`src/y2b_pkg.sv`:
```
// Shared types, constants and arithmetic helpers for the YUY2 to BGR24 converter.
// No dependencies; imported by y2b_color and yuy2_to_bgr24_converter.
package y2b_pkg;

   localparam int unsigned ByteWidth = 8;
   localparam int unsigned ProdWidth = 18;   // widest constant product, signed
   localparam int unsigned TermWidth = 10;   // product / 256, signed
   localparam int unsigned SumWidth  = 11;   // luma term + chroma term, signed

   localparam logic [ByteWidth-1:0] LumaBlack  = 8'd16;
   localparam logic [ByteWidth-1:0] ChromaZero = 8'd128;
   localparam logic signed [ProdWidth-1:0] LumaGain   = 18'sd298;
   localparam logic signed [ProdWidth-1:0] RedVGain   = 18'sd459;
   localparam logic signed [ProdWidth-1:0] GreenUGain = -18'sd137;
   localparam logic signed [ProdWidth-1:0] GreenVGain = 18'sd55;
   localparam logic signed [ProdWidth-1:0] BlueUGain  = 18'sd541;
   localparam logic signed [ProdWidth-1:0] RoundUp    = 18'sd255;  // 256 - 1
   localparam logic signed [SumWidth-1:0]  ChannelMax = 11'sd255;

   typedef struct packed {
      logic [ByteWidth-1:0] luma_first;
      logic [ByteWidth-1:0] chroma_blue;
      logic [ByteWidth-1:0] luma_second;
      logic [ByteWidth-1:0] chroma_red;
   } yuy2_group_type;

   typedef struct packed {
      logic [ByteWidth-1:0] blue_first;
      logic [ByteWidth-1:0] green_first;
      logic [ByteWidth-1:0] red_first;
      logic [ByteWidth-1:0] blue_second;
      logic [ByteWidth-1:0] green_second;
      logic [ByteWidth-1:0] red_second;
   } bgr_pair_type;

   // Divide by 256, truncating toward zero: bias negative values before the shift.
   function automatic logic signed [TermWidth-1:0] div256(
      input logic signed [ProdWidth-1:0] prod);
      logic signed [ProdWidth-1:0] biased;
      biased = prod + (prod[ProdWidth-1] ? RoundUp : '0);
      return signed'(biased[ProdWidth-1:ProdWidth-TermWidth]);
   endfunction

   // Saturate a signed channel sum to 0..255.
   function automatic logic [ByteWidth-1:0] clamp_channel(
      input logic signed [SumWidth-1:0] sum);
      logic [ByteWidth-1:0] result;
      if (sum[SumWidth-1]) begin
         result = '0;
      end else if (sum > ChannelMax) begin
         result = '1;
      end else begin
         result = sum[ByteWidth-1:0];
      end
      return result;
   endfunction

endpackage

```
`src/y2b_color.sv`:
```
// Color-space arithmetic for one YUY2 group: luma and chroma terms, sums, clamps.
// Depends on y2b_pkg; purely combinational, placed between the converter's registers.
module y2b_color (
   input  y2b_pkg::yuy2_group_type group_in,
   output y2b_pkg::bgr_pair_type   pixels_out
);
   import y2b_pkg::*;

   logic signed [ProdWidth-1:0] y0_off, y1_off, u_off, v_off;
   logic signed [TermWidth-1:0] luma0, luma1, chroma_r, chroma_g, chroma_b;

   // Offset removal; products stay within 18 signed bits.
   assign y0_off = signed'({{(ProdWidth-ByteWidth){1'b0}}, group_in.luma_first})
                 - signed'({{(ProdWidth-ByteWidth){1'b0}}, LumaBlack});
   assign y1_off = signed'({{(ProdWidth-ByteWidth){1'b0}}, group_in.luma_second})
                 - signed'({{(ProdWidth-ByteWidth){1'b0}}, LumaBlack});
   assign u_off  = signed'({{(ProdWidth-ByteWidth){1'b0}}, group_in.chroma_blue})
                 - signed'({{(ProdWidth-ByteWidth){1'b0}}, ChromaZero});
   assign v_off  = signed'({{(ProdWidth-ByteWidth){1'b0}}, group_in.chroma_red})
                 - signed'({{(ProdWidth-ByteWidth){1'b0}}, ChromaZero});

   assign luma0    = div256(y0_off * LumaGain);
   assign luma1    = div256(y1_off * LumaGain);
   assign chroma_r = div256(v_off * RedVGain);
   assign chroma_g = div256(u_off * GreenUGain - v_off * GreenVGain);
   assign chroma_b = div256(u_off * BlueUGain);

   assign pixels_out.blue_first   = clamp_channel(SumWidth'(luma0) + SumWidth'(chroma_b));
   assign pixels_out.green_first  = clamp_channel(SumWidth'(luma0) + SumWidth'(chroma_g));
   assign pixels_out.red_first    = clamp_channel(SumWidth'(luma0) + SumWidth'(chroma_r));
   assign pixels_out.blue_second  = clamp_channel(SumWidth'(luma1) + SumWidth'(chroma_b));
   assign pixels_out.green_second = clamp_channel(SumWidth'(luma1) + SumWidth'(chroma_g));
   assign pixels_out.red_second   = clamp_channel(SumWidth'(luma1) + SumWidth'(chroma_r));

endmodule

```
`src/yuy2_to_bgr24_converter.sv`:
```
// YUY2 to BGR24 converter top level: one group of Y0 U Y1 V in, two BGR pixels out.
// Depends on y2b_pkg and y2b_color.
// Path: input register, y2b_color, then the result register that drives rsp_valid and rsp_data.
// Throughput: one group per clock; busy stays low since results are never held off.
// Reset (synchronous, active high) clears the two valid flags only; data registers hold.
module yuy2_to_bgr24_converter (
   input  logic                    clock,
   input  logic                    reset,
   input  logic                    start,
   output logic                    busy,
   input  y2b_pkg::yuy2_group_type req_data,
   output logic                    rsp_valid,
   output y2b_pkg::bgr_pair_type   rsp_data
);
   import y2b_pkg::*;

   logic           in_valid_ff, in_valid_in;
   yuy2_group_type in_data_ff;
   logic           out_valid_ff, out_valid_in;
   bgr_pair_type   out_data_ff, out_data_in;

   // Every stage advances each cycle and the receiver always takes the result,
   // so there is nothing to stall on.
   assign busy = 1'b0;

   // Capture the group on a transfer.
   assign in_valid_in = start && !busy;

   always_ff @(posedge clock) begin
      if (reset) begin
         in_valid_ff <= 1'b0;
      end else begin
         in_valid_ff <= in_valid_in;
      end
   end

   always_ff @(posedge clock) begin
      if (in_valid_in) begin
         in_data_ff <= req_data;
      end
   end

   // Single pass of color arithmetic between the two registers.
   y2b_color u_color (
      .group_in   (in_data_ff),
      .pixels_out (out_data_in)
   );

   // Result register: each result is shown for exactly one cycle.
   assign out_valid_in = in_valid_ff;

   always_ff @(posedge clock) begin
      if (reset) begin
         out_valid_ff <= 1'b0;
      end else begin
         out_valid_ff <= out_valid_in;
      end
   end

   always_ff @(posedge clock) begin
      if (out_valid_in) begin
         out_data_ff <= out_data_in;
      end
   end

   assign rsp_valid = out_valid_ff;
   assign rsp_data  = out_data_ff;

   // Every transfer yields a result after passing the input and result registers.
   a_transfer_gives_result: assert property (@(posedge clock) disable iff (reset)
      (start && !busy) |-> ##2 rsp_valid)
      else $error("transfer produced no result");

   // No result without a matching transfer passed through the input and result registers.
   a_no_invented_result: assert property (@(posedge clock) disable iff (reset)
      rsp_valid |-> $past(start && !busy, 2))
      else $error("result without transfer");

   // Equal luma bytes share chroma, so both pixels must match.
   a_equal_luma_equal_pixels: assert property (@(posedge clock) disable iff (reset)
      (rsp_valid && ($past(req_data.luma_first, 2) == $past(req_data.luma_second, 2)))
      |-> (rsp_data.blue_first == rsp_data.blue_second
           && rsp_data.green_first == rsp_data.green_second
           && rsp_data.red_first == rsp_data.red_second))
      else $error("pixels differ for equal luma");

endmodule
```
`config.mk`:
```
export PLATFORM = sky130hd
export DESIGN_NAME = yuy2_to_bgr24_converter
export DESIGN_NICKNAME = d
export VERILOG_FILES = /design/src/y2b_pkg.sv /design/src/y2b_color.sv /design/src/yuy2_to_bgr24_converter.sv
export SDC_FILE = /design/constraint.sdc
export NUM_CORES = 1
export LEC_CHECK = 0
export BUFFER_PORTS_ARGS = -buffer_cell sky130_fd_sc_hd__buf_2
export CAP_MARGIN = 5
export CELL_PAD_IN_SITES_DETAIL_PLACEMENT = 0
export CELL_PAD_IN_SITES_GLOBAL_PLACEMENT = 1
export CORE_ASPECT_RATIO = 0.7
export CORE_MARGIN = 4
export CORE_UTILIZATION = 46
export CTS_BUF_LIST = sky130_fd_sc_hd__clkbuf_8 sky130_fd_sc_hd__clkbuf_16
export CTS_CLUSTER_SIZE = 14
export DETAILED_ROUTE_END_ITERATION = 16
export GPL_ROUTABILITY_DRIVEN = 0
export PLACE_DENSITY_LB_ADDON = 0.25
export SYNTH_ARGS = -nofsm -noshare
export SYNTH_HDL_FRONTEND = slang
export SYNTH_SLANG_ARGS = --single-unit
export TNS_END_PERCENT = 100
```
`constraint.sdc`:
```
create_clock -name clock -period 10 [get_ports clock]
set_clock_uncertainty 0.15 [all_clocks]
set_input_delay 2 -clock clock [delete_from_list [all_inputs] [get_ports clock]]
set_output_delay 2 -clock clock [all_outputs]
set_load 0.02 [all_outputs]
```
# ---- After elaboration in Yosys (flattened, before gate mapping)
# Cells that the tools add are included.
dict set report word_totals {
  register_bits 82
  in_bits 35
  output_inout_bits 50
  elab_cells 51
}
dict set report op_classes {
  addsub 16
  n_mul 6
  n_lt_le_gt_ge 6
  muxes 11
}
# op count
set op_table {}
lappend op_table {{$add 18x8->18} 5}
lappend op_table {{$mux 8} 11}
lappend op_table {{$add 10x10->11} 6}
lappend op_table {{$gt 11x9->1 const B} 6}
lappend op_table {{$mul 18x9->17 const B} 2}
lappend op_table {{$mul 18x10->18 const B} 1}
lappend op_table {{$mul 18x11->18 const B} 1}
lappend op_table {{$mul 18x7->18 const B} 1}
lappend op_table {{$mul 18x9->18 const B} 1}
lappend op_table {{$sub 18x18->18} 1}
lappend op_table {{$sub 8x5->9 const B} 2}
lappend op_table {{$sub 8x8->9 const B} 2}

# ---- Depth between registers and ports, before layout
# Gate-level depths: netlist of the first run.
dict set report depth {
  depth_word 8
  depth_mapped 38
  mapped_depth_nobuf 37
}

# ---- By module
# From an unflattened synthesis of the first run, not the netlist that was laid out.
dict set report hier_totals {
  hier_cells 1724
  hier_area_um2 16493.3
}
# mod instances cells_each area_per_inst_um2 seq_area_each_um2
set modules_own_cells {}
lappend modules_own_cells {y2b_color 1 1638 14027.2 0.0}
lappend modules_own_cells {yuy2_to_bgr24_converter 1 86 2466.1 2442.3}

# ---- Worst setup path before layout of the first run
# Ideal clock, no wire load.
dict set report synth_path {
  kind {register to register}
  start {reg in_data_ff[7] in the netlist's numbering}
  end {reg out_data_ff (netlist bit rsp_data[37]) (data pin)}
  setup_time_ps 256
  arrival_time_ps 8969
  required_ps 9594
  setup_slack_ps 625
  path_stages_with_launch 34
  path_buffers 1
  period_less_slack_ps 9375
  path_cell_list {edfxtp_1 > clkbuf_1 > inv_1 > ha_1 > xor2_1 > fa_1 > inv_1 > fa_1 > fa_1 > fa_1 > inv_1 > fa_1 > inv_1 > ha_1 > a21oi_1 > o21ai_0 > a311o_1 > o21ai_0 > nand2_1 > ha_1 > o21ai_1 > o41ai_1 > a22oi_1 > a21oi_2 > nor2b_1 > xor2_1 > ha_1 > a21o_1 > a21oi_1 > o21a_1 > o21bai_1 > a2111oi_0 > a211oi_2 > a31o_2}
}
dict set report synth_via {
  elab_chain_cells 8
}
# item line_no
set synth_lines {}
lappend synth_lines {{start: declaration} yuy2_to_bgr24_converter.sv:18} ;# yuy2_group_type in_data_ff;
lappend synth_lines {{start signal: assignment} yuy2_to_bgr24_converter.sv:39} ;# in_data_ff <= req_data;
lappend synth_lines {{$sub 8x8->9 (*)} y2b_color.sv:20} ;# - signed'({{(ProdWidth-ByteWidth){1'b0}}, ChromaZero});
lappend synth_lines {{$mul 18x7->18 (*)} y2b_color.sv:25} ;# assign chroma_g = div256(u_off * GreenUGain - v_off * GreenVGain);
lappend synth_lines {{$sub 18x18->18 (*)} y2b_color.sv:25}
lappend synth_lines {{$mux 8} y2b_pkg.sv:40} ;# biased = prod + (prod[ProdWidth-1] ? RoundUp : '0);
lappend synth_lines {{$add 18x8->18 (*)} y2b_pkg.sv:40}
lappend synth_lines {{$add 10x10->11 (*)} y2b_color.sv:29} ;# assign pixels_out.green_first = clamp_channel(SumWidth'(luma0) + SumWidth'(chroma_g));
lappend synth_lines {{$gt 11x9->1} y2b_pkg.sv:50} ;# end else if (sum > ChannelMax) begin
lappend synth_lines {{$mux 8} y2b_pkg.sv:50}
lappend synth_lines {{end signal: assignment} yuy2_to_bgr24_converter.sv:62} ;# out_data_ff <= out_data_in;
lappend synth_lines {{end: declaration} yuy2_to_bgr24_converter.sv:20} ;# bgr_pair_type out_data_ff, out_data_in;
# Mark *: on every way between the ends. The rest lies on a longest branch, timed or not.
# A chain may end at the register's enable or synchronous reset.

# ---- Worst setup path in the final report of the first run
dict set report layout_path {
  start {reg in_data_ff[20] in the netlist's numbering}
  end {reg out_data_ff (netlist bit rsp_data[37]) (data pin)}
}
dict set report layout_via {
  elab_chain_cells 8
}
# item line_no
set layout_lines {}
lappend layout_lines {{$sub 8x8->9 (*)} y2b_color.sv:18} ;# - signed'({{(ProdWidth-ByteWidth){1'b0}}, ChromaZero});
lappend layout_lines {{$mul 18x9->18 (*)} y2b_color.sv:25}
lappend layout_lines {{$sub 18x18->18 (*)} y2b_color.sv:25}
lappend layout_lines {{$mux 8} y2b_pkg.sv:40}
lappend layout_lines {{$add 18x8->18 (*)} y2b_pkg.sv:40}
lappend layout_lines {{$add 10x10->11 (*)} y2b_color.sv:29}
lappend layout_lines {{$gt 11x9->1} y2b_pkg.sv:50}
lappend layout_lines {{$mux 8} y2b_pkg.sv:50}
# Marked as above.

==> results.md, run 1 <==
* Critical R2R Capture: rsp_data[37]
* Critical Path Fanout Max at 6
* CTS Buf Count at 9
* Total die area at 39710 µm²
* Multi-input gate area at 12990 µm²
* Post-Syn Area at 16810 µm²
* Clock Tree Root: clkbuf_16
* Min-delay src: in_valid_ff
* Slew headroom at 0.3105
* Reg2Reg Depth at 33
* Diodes inserted at 0
* Final period util at 0.9516
* Crit path max-delay cell type: fa_1
* Post-route antenna net violation count at 0
* HP Class: reg -> reg
* Slew Viols, Final at 0
* Core area at 35990 µm²
* FF-to-FF Start: in_data_ff[20]
* DP HPWL at 35680 µm
* Initial antenna violation count at 0
* Max cap viols at 0
* Post-synth EDFFs at 80
* Critical Path AT at 9.50 ns
* GRT Overall Usage at 0.2149
* Vias in the first global route at 13017
* Synth warnings at 0
* Die width at 236.5 µm
* Ys async rst share at 0
* Kind of critical path: reg -> reg
* Cell Rows at 58
* Worst hold margin at 0.4102 ns
* Final hold vios at 0
* Drc violations at 0
* CP required at 9.99 ns
* Count of cell types in the netlist at 80
* Main synth FF type: edfxtp_1
* Final Cell Area at 18470 µm²
* DP Area at 18020 µm²
* Register area at 2444 µm²
* Mapped Cells at 1817
* Post-Syn Nets at 2365
* Nets at 2495
* Routed wire length at 41840 µm
* Worst stage delay on the critical path at 0.55 ns
* Fmax at 105.1 MHz
* Vias per cell at 5.327
* Least-Margin Pin Slew at 1.034 ns
* CTS tree: built
* Port-buffer cells at 83
* #FFs+latches synth at 82
* Pre-CTS WS at 0.2845 ns
* CTS clk-pin slew, worst paths at 0.08 ns
* Fillers at 3351
* Io pins at 85
* Worst Hold End: rsp_valid
* Clock Latency Late Sink at 0.38 ns
* Sequential fraction of the synthesis area at 0.1453
* Starting Density at 0.4670
* FF-to-FF setup slack at 0.48 ns
* Hold Path Depth at 1
* Drt wl/cell at 17.21 µm
* Area Overhead vs Synth at 9.863%
* Hold buffers post-CTS at 0
* Endpoint class of the critical path: flip-flop
* Most used cell, CP: fa_1
* Post-route worst setup slack at 0.4842 ns
* Detailed-router iteration count before antenna repair at 5
* Via count at 12956
* Endpoints failing setup at 0
* First-pass GRT wire length at 68470 µm
* Clk buf depth at 2
* Status: complete, no violations
* Min Tclk post-route at 9.516 ns
* Grt total ovfl at 0
* Largest net degree at the start of global routing at 43
* Sink Count at 82
* Chip height at 167.9 µm
* Ratio of cells with drive above 1 in the final layout at 0.1030
* Final Util at 0.5130
* CP Launch Type: flip-flop
* H-tree depth at 3
* DRT iter0 DRCs at 869
* Post-Syn Area per Cell at 9.251 µm²
[synthesized netlist by cell type, types with 4 or more instances]
library cell  instances  area (µm²)
ha_1                376        4705
inv_1               371        1393
fa_1                137        2743
xnor2_1              98       858.3
nor2_1               88       330.3
a21oi_1              86       430.4
o21ai_0              83       415.4
edfxtp_1             80        2402
nand2_1              64       240.2
xor2_1               51       446.7
a21o_1               36       270.3
o21a_1               34       255.2
nor3_1               30       150.1
nand3_1              23       115.1
nor2b_1              17       106.4
nand2b_1             14       87.58
o21bai_1             14       105.1
a211oi_1             13       97.59
and2_1               13       81.33
or2_2                11       68.82
a311oi_1             10       87.58
or3_1                10       62.56
and3_1                8       50.05
nor4_1                8       50.05
a31oi_1               7       43.79
o211ai_1              7       52.55
o31ai_1               7       52.55
nand4_1               6       37.54
o2111ai_1             6       52.55
a2111oi_0             5       43.79
a31o_2                5       43.79
clkbuf_1              5       18.77
mux2i_1               5       50.05
o21ai_1               5       25.02
a211o_1               4       35.03
a21bo_2               4       40.04
a311o_1               4       40.04
and4_1                4       35.03
o21ba_2               4       40.04
[cell type report]
| cell class | instances | area share |
|---|---|---|
| multi-input combinational | 1357 | 0.7036 |
| sequential | 82 | 0.1323 |
| inverter | 371 | 0.07541 |
| timing repair buffer | 126 | 0.03998 |
| tap | 480 | 0.03252 |
| clock buffer | 9 | 0.01220 |
| clock inverter | 7 | 0.003930 |
[cells in the final DEF, fill, tap and decap left out, types with 16 or more instances in the layout]
cell	n
nand2_1	64
xnor2_1	98
xor2_1	48
a21o_1	36
a21oi_1	84
inv_1	370
o21a_1	34
ha_1	375
nor2_1	88
nand3_1	23
fa_1	137
nor3_1	30
buf_2	83
buf_4	43
o21ai_0	82
edfxtp_1	80
nor2b_1	16
[flip-flops by register name, indices dropped and copies added, names as in the netlist]
signal and cells:
in_valid_ff 1, rsp_valid 1, in_data_ff 32, rsp_data 48
[per-layer routing]
| metal | vias to the layer above | wire, µm | global-route usage |
|---|---|---|---|
| li1 | 6448 | - | - |
| met1 | 6191 | 21780 | 0.3327 |
| met2 | 287 | 17350 | 0.3224 |
| met3 | 30 | 2317 | 0.03373 |
| met4 | 0 | 399 | 0.03374 |
| met5 | - | 0 | 0 |
[worst max-delay path by stage]
stage / start / endpoint / slack (ns) / cells after the start
after floorplan: in_data_ff[7] / rsp_data[37] / 0.63 / 33
after global placement: in_data_ff[19] / rsp_data[18] / 0.46 / 35
after detailed placement: in_data_ff[6] / rsp_data[37] / 0.28 / 33
after CTS: in_data_ff[6] / rsp_data[8] / 0.25 / 34
after global routing: in_data_ff[21] / rsp_data[37] / -0.003 / 34
final: in_data_ff[20] / rsp_data[37] / 0.48 / 33
[critical path, delay by kind of cell (launching register included)]
family	cells	cell delay, ns
AO/OA/AOI/OAI	13	3.08
XOR/XNOR	1	0.17
adder cells (fa/ha/maj)	9	4.06
buffers and inverters	5	0.45
flip-flops	1	0.52
AND/OR/NAND/NOR	5	0.84
[through the flow]
| step | std cells | setup TNS [ns] |
|---|---|---|
| 2_1_floorplan | 1817 | 0 |
| 3_5_place_dp | 2403 | 0 |
| 3_3_place_gp | 2403 | 0 |
| 6_report | 2432 | 0 |
| 5_1_grt | 2432 | -0.002705 |
| 4_1_cts | 2419 | 0 |
[what timing repair did]
action	in CTS	in global routing
gates resized for setup	0	14
endpoints found under the setup margin	0	48
setup buffers	0	13
hold endpoints to repair	0	0
[logic make-up (layout without fill, tap and decap cells)]
group | after synthesis | in the layout | synth area share
other cells | 1 | 1 | 0.0002231
compound gates | 367 | 367 | 0.1463
buf+inv | 378 | 513 | 0.08471
xor+xnor | 151 | 151 | 0.07957
fa+ha+maj | 513 | 513 | 0.4431
flops | 82 | 82 | 0.1453
mux | 8 | 8 | 0.004987
simple gates | 317 | 317 | 0.09588
Power of run 1 is not shown: default switching activity piles up to over one toggle a cycle in this logic, so the estimate is an artifact.
==> inputs of run 2 (changes only) <==
Settings changed: CORE_UTILIZATION 46 to 50.
Clock period 10 ns to 9.4 ns, I/O delays scaled along.
==> run 2 against run 1 <==
  * Register-to-register slack lost 0.08 ns
  * Worst setup slack lost 0.078 ns
  * Critical path type unchanged
  * Via count grew 1.5%
  * Fmax grew 5.8%
  * Hold slack lost 0.013 ns
  * Final area grew 2.2%
  * Utilization grew 6.3 points
  * Critical endpoint unchanged
==> results.md, run 2 (same netlist as run 1, synthesis figures left out) <==
* CP Launch Type: flip-flop
* Slew headroom at 0.3245
* Port-buffer cells at 83
* Io pins at 85
* Cell Rows at 55
* Initial antenna violation count at 2
* Final Util at 0.5761
* Critical Path AT at 9.10 ns
* Worst stage delay on the critical path at 0.55 ns
* Most frequent cells in the layout: ha_1, inv_1, fa_1, xnor2_1, nor2_1
* CTS clk-pin slew, worst paths at 0.08 ns
* Worst path bufs/invs at 7
* FF-to-FF setup slack at 0.41 ns
* Detailed-router iteration count before antenna repair at 7
* Final TNS setup at 0 ns
* Via count at 13145
* First-pass GRT wire length at 68660 µm
* Pre-CTS WS at -0.09950 ns
* Critical Path Fanout Max at 6
* CTS Buf Count at 9
* Routed wire length at 42500 µm
* Grt total ovfl at 0
* Nets at 2529
* Max cap viols at 0
* Clock Tree Root: clkbuf_16
* Area Overhead vs Synth at 12.27%
* Hold buffers post-CTS at 0
* Fmax at 111.2 MHz
* Final hold vios at 0
* Post-route worst setup slack at 0.4066 ns
* Post-route antenna net violation count at 0
* H-tree depth at 3
* Ratio of cells with drive above 1 in the final layout at 0.1319
* Diodes inserted at 0
* Clock Latency Late Sink at 0.39 ns
* Status: complete, no violations
* Largest net degree at the start of global routing at 43
* Slew Viols, Final at 0
* Drc violations at 0
* GRT Overall Usage at 0.2365
* Worst hold margin at 0.3972 ns
* Endpoints failing setup at 0
* Total die area at 36660 µm²
* Core area at 32760 µm²
* HP Class: reg -> reg
* DP HPWL at 35920 µm
* Sink Count at 82
* Vias per cell at 5.448
* Vias in the first global route at 13096
* Drt wl/cell at 17.61 µm
* Starting Density at 0.5131
* CP required at 9.51 ns
* Clk buf depth at 2
* Multi-input gate area at 13210 µm²
* Most used cell, CP: fa_1
* DRT iter0 DRCs at 775
* Final period util at 0.9567
* Endpoint class of the critical path: flip-flop
* Fillers at 2901
* Kind of critical path: reg -> reg
* CTS tree: built
* Max FFs per register at 48
* Cell family with most CP delay: adder cells
* Crit path max-delay cell type: fa_1
* Most common cell after layout, fill and taps aside: ha_1
* Die width at 227.1 µm
* Least-Margin Pin Slew at 1.013 ns
* RSZ-0062 raised after global routing: yes
* Chip height at 161.4 µm
* Register area at 2444 µm²
* Min Tclk post-route at 8.993 ns
## run 2: final timing paths
check                 startpoint      endpoint  cells past startpoint
hold reg to reg      in_valid_ff     rsp_valid                      1
setup reg to reg  in_data_ff[21]  rsp_data[37]                     35
setup / recovery  in_data_ff[21]  rsp_data[37]                     35
hold / removal       in_valid_ff     rsp_valid                      1
## run 2: layout make-up
| class | instances | area share |
|---|---|---|
| Inverter | 371 | 0.07380 |
| Clock buffer | 9 | 0.01193 |
| Timing Repair Buffer | 160 | 0.05265 |
| Multi-Input combinational cell | 1357 | 0.6999 |
| Clock inverter | 7 | 0.003912 |
| Tap cell | 427 | 0.02831 |
| Sequential cell | 82 | 0.1295 |
## run 2: metrics by stage
| step | area, µm² | std cells |
|---|---|---|
| 6_report | 18870 | 2413 |
| 3_3_place_gp | 18180 | 2380 |
| 5_1_grt | 18870 | 2413 |
| 4_1_cts | 18520 | 2397 |
| 3_5_place_dp | 18180 | 2380 |
| 2_1_floorplan | 16810 | 1817 |
## run 2: what timing repair did
| action | CTS | global route |
|---|---|---|
| hold endpoints to repair | 0 | 0 |
| setup endpoints to repair | 20 | 48 |
| cloned | 0 | 0 |
| pin swaps | 1 | 12 |
| gates resized for setup | 7 | 43 |
| setup buffers | 1 | 16 |
## run 2: per-layer routing
metal,up-vias,wire (µm),global-route usage
li1,6524,-,-
met1,6294,21700,0.3640
met2,295,17550,0.3455
met3,28,2855,0.05323
met4,4,367,0.03573
met5,-,27,0
Power of run 2 is left out for the same reason.
